File: src/rtl/pfa_pkg.sv
package pfa_pkg;

  localparam int WordBitsDef = 32;
  localparam int FieldBits   = 32;

  // operation codes
  localparam logic [1:0] OP_ADD = 2'd0;
  localparam logic [1:0] OP_SUB = 2'd1;
  localparam logic [1:0] OP_MUL = 2'd2;
  localparam logic [1:0] OP_INV = 2'd3;

  // register indexes
  localparam logic [2:0] REG_MOD0 = 3'd0;
  localparam logic [2:0] REG_MOD1 = 3'd1;
  localparam logic [2:0] REG_MOD2 = 3'd2;
  localparam logic [2:0] REG_NINV = 3'd3;
  localparam logic [2:0] REG_RSQ0 = 3'd4;
  localparam logic [2:0] REG_RSQ1 = 3'd5;
  localparam logic [2:0] REG_RSQ2 = 3'd6;

  typedef struct packed {
    logic [1:0]           operation;
    logic [FieldBits-1:0] a_word0;
    logic [FieldBits-1:0] a_word1;
    logic [FieldBits-1:0] a_word2;
    logic [FieldBits-1:0] b_word0;
    logic [FieldBits-1:0] b_word1;
    logic [FieldBits-1:0] b_word2;
  } pfa_in_t;

  typedef struct packed {
    logic [FieldBits-1:0] r_word0;
    logic [FieldBits-1:0] r_word1;
    logic [FieldBits-1:0] r_word2;
    logic                 zero_inverse;
  } pfa_out_t;

  // datapath commands from the controller
  localparam logic [3:0] CMD_NOP      = 4'd0;
  localparam logic [3:0] CMD_LOAD     = 4'd1;
  localparam logic [3:0] CMD_ADDSUB   = 4'd2;
  localparam logic [3:0] CMD_MM_START = 4'd3;
  localparam logic [3:0] CMD_MM_STEP  = 4'd4;
  localparam logic [3:0] CMD_MM_FIN   = 4'd5;
  localparam logic [3:0] CMD_INV_STEP = 4'd6;
  localparam logic [3:0] CMD_INV_FIX  = 4'd7;

  // multiplication operand selects
  localparam logic [1:0] MSEL_AB   = 2'd0;
  localparam logic [1:0] MSEL_XRSQ = 2'd1;
  localparam logic [1:0] MSEL_XPOW = 2'd2;

  typedef struct packed {
    logic [3:0] cmd;
    logic [1:0] msel;
    logic [4:0] mstep;
  } pfa_ctl_t;

  typedef struct packed {
    logic       is_zero_a;
    logic       inv_done;
    logic       k_lt_n;
    logic       k_gt_n;
    logic [1:0] operation;
  } pfa_sts_t;

endpackage

File: src/rtl/pfa_ctrl.sv
module pfa_ctrl (
  input  logic               clk,
  input  logic               rst_n,
  input  logic               start,
  output logic               busy,
  output logic               done,
  output logic               zflag,
  input  pfa_pkg::pfa_sts_t  sts,
  output pfa_pkg::pfa_ctl_t  ctl
);
  import pfa_pkg::*;

  localparam logic [3:0] S_IDLE = 4'd0;
  localparam logic [3:0] S_DISP = 4'd1;
  localparam logic [3:0] S_AS   = 4'd2;
  localparam logic [3:0] S_MMI  = 4'd3;
  localparam logic [3:0] S_MM   = 4'd4;
  localparam logic [3:0] S_MMF  = 4'd5;
  localparam logic [3:0] S_INV  = 4'd6;
  localparam logic [3:0] S_FIX  = 4'd7;
  localparam logic [3:0] S_DONE = 4'd8;

  // last schedule step: 9 products, 3 x 5 reduction steps
  localparam logic [4:0] LastStep = 5'd23;

  logic [3:0] st_r, st_nxt;
  logic [4:0] step_r, step_nxt;
  logic [1:0] mode_r, mode_nxt;   // which multiplication of the sequence
  logic       z_r, z_nxt;

  always_comb begin
    st_nxt = st_r; step_nxt = step_r; mode_nxt = mode_r; z_nxt = z_r;
    ctl.cmd = CMD_NOP; ctl.msel = mode_r; ctl.mstep = step_r;
    case (st_r)
      S_IDLE: if (start) begin
        ctl.cmd = CMD_LOAD; st_nxt = S_DISP; z_nxt = 1'b0;
      end
      S_DISP: begin
        case (sts.operation)
          OP_ADD, OP_SUB: st_nxt = S_AS;
          OP_MUL: begin mode_nxt = MSEL_AB; st_nxt = S_MMI; end
          default: begin
            if (sts.is_zero_a) begin z_nxt = 1'b1; st_nxt = S_DONE; end
            else st_nxt = S_INV;
          end
        endcase
      end
      S_AS: begin ctl.cmd = CMD_ADDSUB; st_nxt = S_DONE; end
      S_INV: begin
        if (sts.inv_done) st_nxt = S_FIX;
        else ctl.cmd = CMD_INV_STEP;
      end
      S_FIX: begin ctl.cmd = CMD_INV_FIX; mode_nxt = MSEL_XRSQ; st_nxt = S_MMI; end
      S_MMI: begin ctl.cmd = CMD_MM_START; step_nxt = '0; st_nxt = S_MM; end
      S_MM: begin
        ctl.cmd = CMD_MM_STEP;
        step_nxt = step_r + 5'd1;
        if (step_r == LastStep) st_nxt = S_MMF;
      end
      S_MMF: begin
        ctl.cmd = CMD_MM_FIN;
        st_nxt = S_DONE;
        if (mode_r == MSEL_XRSQ) begin
          // first R^2 product only when the loop ran short
          if (sts.k_lt_n) st_nxt = S_MMI;
          else if (sts.k_gt_n) begin mode_nxt = MSEL_XPOW; st_nxt = S_MMI; end
        end
      end
      S_DONE: st_nxt = S_IDLE;
      default: st_nxt = S_IDLE;
    endcase
  end

  always_ff @(posedge clk) begin
    if (!rst_n) begin
      st_r <= S_IDLE; step_r <= '0; mode_r <= MSEL_AB; z_r <= 1'b0;
    end else begin
      st_r <= st_nxt; step_r <= step_nxt; mode_r <= mode_nxt; z_r <= z_nxt;
    end
  end

  assign busy  = (st_r != S_IDLE);
  assign done  = (st_r == S_DONE);
  assign zflag = z_r;

endmodule
File: config.mk
export PLATFORM = sky130hd
export DESIGN_NAME = pfa_ctrl
export DESIGN_NICKNAME = d
export VERILOG_FILES = /design/src/rtl/pfa_pkg.sv /design/src/rtl/pfa_ctrl.sv
export SDC_FILE = /design/constraint.sdc
export NUM_CORES = 1
export LEC_CHECK = 0
export ABC_AREA = 0
export ABC_CLOCK_PERIOD_IN_PS = 1950
export BUFFER_PORTS_ARGS = -buffer_cell sky130_fd_sc_hd__buf_2
export CAP_MARGIN = 40
export CORE_UTILIZATION = 40
export CTS_CLUSTER_DIAMETER = 80
export DETAILED_ROUTE_END_ITERATION = 10
export GPL_ROUTABILITY_DRIVEN = 1
export SYNTH_ARGS = -nofsm -noshare
export SYNTH_HDL_FRONTEND = slang
export SYNTH_SLANG_ARGS = --single-unit
File: constraint.sdc
create_clock -name clk -period 1.95 [get_ports clk]
set_input_delay 0.195 -clock clk [delete_from_list [all_inputs] [get_ports clk]]
set_output_delay 0.195 -clock clk [all_outputs]
set_load 0.005 [all_outputs]
## Word-level counts from Yosys, hierarchy flattened

Cells that the tools add are included.

| word-level totals | value |
|---|---|
| flip-flop bits (word level) | 12 |

| cells by class | value |
|---|---|
| add/sub/neg operators | 1 |
| equality and inequality tests | 21 |
| reductions and logical operators | 11 |
| muxes and demuxes | 22 |

Operators by type and width:

| operator | number |
|---|---|
| $pmux 4 s8 | 1 |
| $mux 4 | 7 |
| $pmux 3 s7 | 1 |
| $ne 2x2->1 const B | 9 |
| $eq 4x3->1 const B | 4 |
| $pmux 5 s2 | 1 |
| $eq 4x2->1 const B | 2 |
| $mux 2 | 4 |
| $pmux 4 s2 | 1 |
| $pmux 2 s3 | 1 |
| $add 5x1->5 const B | 1 |
| $eq 5x5->1 const B | 1 |
| $reduce_and 5->1 | 1 |
| $eq 2x1->1 const B | 2 |
| $eq 4x1->1 const B | 1 |
| $eq 4x4->1 const B | 1 |
| $logic_not 4->1 | 1 |
| $mux 1 | 4 |
| $reduce_and 4->1 | 1 |
| $reduce_bool 2->1 | 2 |
| $reduce_bool 4->1 | 1 |
| $mux 3 | 1 |
| $reduce_and 3->1 | 1 |
| $reduce_bool 3->1 | 1 |
| 5 further kinds | 5 |

## Longest topological paths before layout

| depth | value |
|---|---|
| word-level depth | 4 |
| mapped depth | 6 |

## Worst setup path before layout

Ideal clock, no wire load.

| timing path | value |
|---|---|
| path kind | register -> register |
| start | register st_r[1] |
| end | register step_r[2] |
| library setup time | 0.116 ns |
| required time | 1.834 ns |
| slack | 0.616 ns |
| stages on the path, launching flop included | 6 |
| period minus slack after synthesis | 1.334 ns |
| data arrival time | 1.219 ns |
| path buffers | 1 |
| cells stage by stage | dfxtp_1 -> buf_6 -> or3b_1 -> a21oi_2 -> o211ai_1 -> and3b_1 |

| on the way | value |
|---|---|
| cells in the longest elaborated chain, start to end | 2 |
| elaborated cells on any way between the ends | 4 |
| classes of those cells | eq/ne: 2; mux: 1; reduce/logical: 1 |

Ends and longest elaborated chain:

| item | RTL line | text |
|---|---|---|
| start: declaration | pfa_ctrl.sv:26 | `logic [3:0] st_r, st_nxt;` |
| start signal: assignment | pfa_ctrl.sv:78 | `st_r <= st_nxt; step_r <= step_nxt; mode_r <= mode_nxt; z_r <= z_nxt;` |
| $eq 4x3->1 / $eq 4x2->1 (equally long branches) | pfa_ctrl.sv:34 | `case (st_r)` |
| $pmux 5 s2 / $reduce_bool 2->1 (equally long branches) | n/a |  |
| end signal: assignment | pfa_ctrl.sv:78 |  |
| end: declaration | pfa_ctrl.sv:27 | `logic [4:0] step_r, step_nxt;` |

Parallel ways exist; a longest one is shown, timed or not.
A chain may end at the register's enable or synchronous reset.

==> flow_summary.yaml <==
outcome:
  status: "completed"
synthesis:
  ys_warn_count: 0
  synth_top_cell_by_area: "dfxtp_1"
  synthCells: 97
  synth-edff-count: 0
  synthFlopType: "dfxtp_1"
  synthArstFlopShare: 0
  syn_nets: 107
  yosysSeqAreaShare: 0.313
  yosysTopAreaCellShare: 0.313
  ys_ff_latch: 12
  synth_cell_types: 42
  netlist_area_um2: 767
  synth_area_per_cell_um2: 7.91
  synthTopCellsByArea: "dfxtp_1, a21oi_1, o21ai_0"
global_route:
  antenna_found_initial: 0
  grt_start_max_net_pins: 18
  overflow: 0
  grt_pass1_vias: 612
  grt_pass1_wl_um: 2700
  track_usage: 0.180
worst_setup_path:
  cpMaxStageDelayCell: "dfxtp_1"
  cp_slowest_stage_delay_ps: 520
  critPathKind: "reg -> out"
  critPathLaunchType: "flip-flop"
  worst-path-buf-inv: 2
  crit_arrival_ps: 1540
  critPathTopFamily: "flip-flops"
  cp_max_fo: 12
  path_cells: "clkinv_1 > a311oi_1 > buf_2"
  cp.required_ps: 1750
  end_kind: "output port"
timing:
  fmax_ghz: 0.575
  fin_crit_sh: 0.892
  rsz0062_at_grt: "no"
  slew_headroom: 0.607
  finalSetupViolCount: 0
  hold_violations: 0
  finalMaxSlewViolations: 0
  tns_ps: 0
  worst_pin_slew_ps: 585
  finClkSkew_ps: 4.85
  period_minus_slack_ps: 1740
floorplanning:
  core.rowCount: 15
  core_um2: 1760
  die_h_um: 45.8
  die_w_um: 45.8
  ios: 23
  dieArea_um2: 2100
  initial_core_util: 0.435
clock_network:
  cts_tree: "built"
  cts_buffer_depth: 2
  clk_latency_ps: 270
  cts_hold_buf: 0
  htree_levels: 1
  clk_pin_slew_worst_paths_ps: 70
  post_cts_buffers: 0
  cts.sinks: 12
  numCtsBuffers: 3
  cts_resized: 0
  root_buffer: "clkbuf_4"
detailed_routing:
  wirelength_um: 1720
  drc: 0
  ant_nets: 0
  avgViaCountPerCell: 5.51
  vias: 772
  wire_per_inst_um: 12.3
  drt_iter0_drc: 15
  first_pass_iters: 4
pwr:
  p_leak_nw: 0.355
  ir_worst_vdd_mv: 0.507
  powerDensity_nw_per_um2: 620
  total_power_mw: 0.548
cells_and_area:
  nFillCells: 190
  nNetsFinal: 127
  drive_gt1_frac: 0.243
  area_delta_synth_final_pct: 15.3
  diodes: 0
place:
  gp_congestion: 0.809
  hpwl_um: 1250
  io_buffers: 21
run:
  maxCapViolations: 0
hold_path:
  min_path_type: "in -> reg"
synthesized netlist by cell type (2+ instances only):
cell,instances
dfxtp_1,12
a21oi_1,9
nor2_1,7
o21ai_0,7
nand2_1,5
nand2b_1,5
nand3_1,5
clkbuf_1,3
inv_1,3
nand3b_1,3
a21boi_0,2
a31oi_1,2
buf_4,2
buf_6,2
nor3_1,2
nor4_1,2
sequential cells by signal, summed over array words and instances (netlist names):
name    cells
st_r        4
zflag       1
step_r      5
mode_r      2
cells in the final DEF, fill, tap and decap left out, drive strengths merged, types with 2 or more instances in the layout:
cell	instances
a21oi	10
nor4	2
nor2	7
a31oi	2
nand3	5
inv	3
clkbuf	3
nand3b	3
nand2b	5
nand2	5
o21ai	7
a21boi	2
nor3	2
buf	22
dfxtp	12
stage by stage:
stage / hold slack, ps / utilization / instances / worst slack, ps / cell area (um2)
global route: 251 / 0.501 / 140 / 12.7 / 885
global placement: 464 / 0.489 / 137 / 404 / 862
CTS: 242 / 0.501 / 140 / 216 / 885
detailed placement: 486 / 0.489 / 137 / 405 / 862
floorplan: 317 / - / 97 / 616 / 767
finish: 250 / 0.501 / 140 / 211 / 885
cell type report:
type,count,area (um2),area share
flip-flops and latches,12,240,0.272
inverters,4,15.0,0.0170
repair buffers,22,113,0.127
multi-input cells,74,463,0.523
well taps,25,31.3,0.0354
clock buffers,3,22.5,0.0255
report_power, final:
part	internal, mW	switching [mW]	leakage (nW)
Clock	0.0715	0.0781	0.0138
Sequential	0.255	0.0256	0.0971
Combinational	0.0552	0.0627	0.244
routing by layer:
metal / wire length, um / up-vias / track usage
li1: - / 392 / -
met1: 893 / 364 / 0.266
met2: 744 / 14 / 0.246
met3: 65 / 2 / 0.0595
met4: 16 / 0 / 0.0529
met5: 0 / - / 0
final timing paths:
path                             start                     end  slack [ps]  cells past startpoint
hold / removal                   rst_n  step_r[4]$_SDFFE_PN0P_         250                      3
setup / recovery  st_r[0]$_SDFFE_PN0P_                  ctl[8]         210                      3
hold reg to reg     zflag$_SDFFE_PN0P_      zflag$_SDFFE_PN0P_         490                      2
setup reg to reg  st_r[1]$_SDFFE_PN0P_  step_r[2]$_SDFFE_PN0P_         380                      4
worst reg2reg max path: cells and delay by family, from the launching register on:
family / cells / cell delay [ps]
compound gates: 2 / 380
flops: 1 / 470
simple gates: 2 / 610
cells by family (layout without fill, tap and decap cells):
group	after synthesis	after routing	synth area share
fa+ha+maj	1	1	0.0163
flops	12	12	0.313
mux	1	1	0.0131
simple gates	40	40	0.307
compound gates	31	31	0.263
other cells	1	1	0.00489
buf+inv	11	29	0.0832
Power figures use the tool's default switching activity.
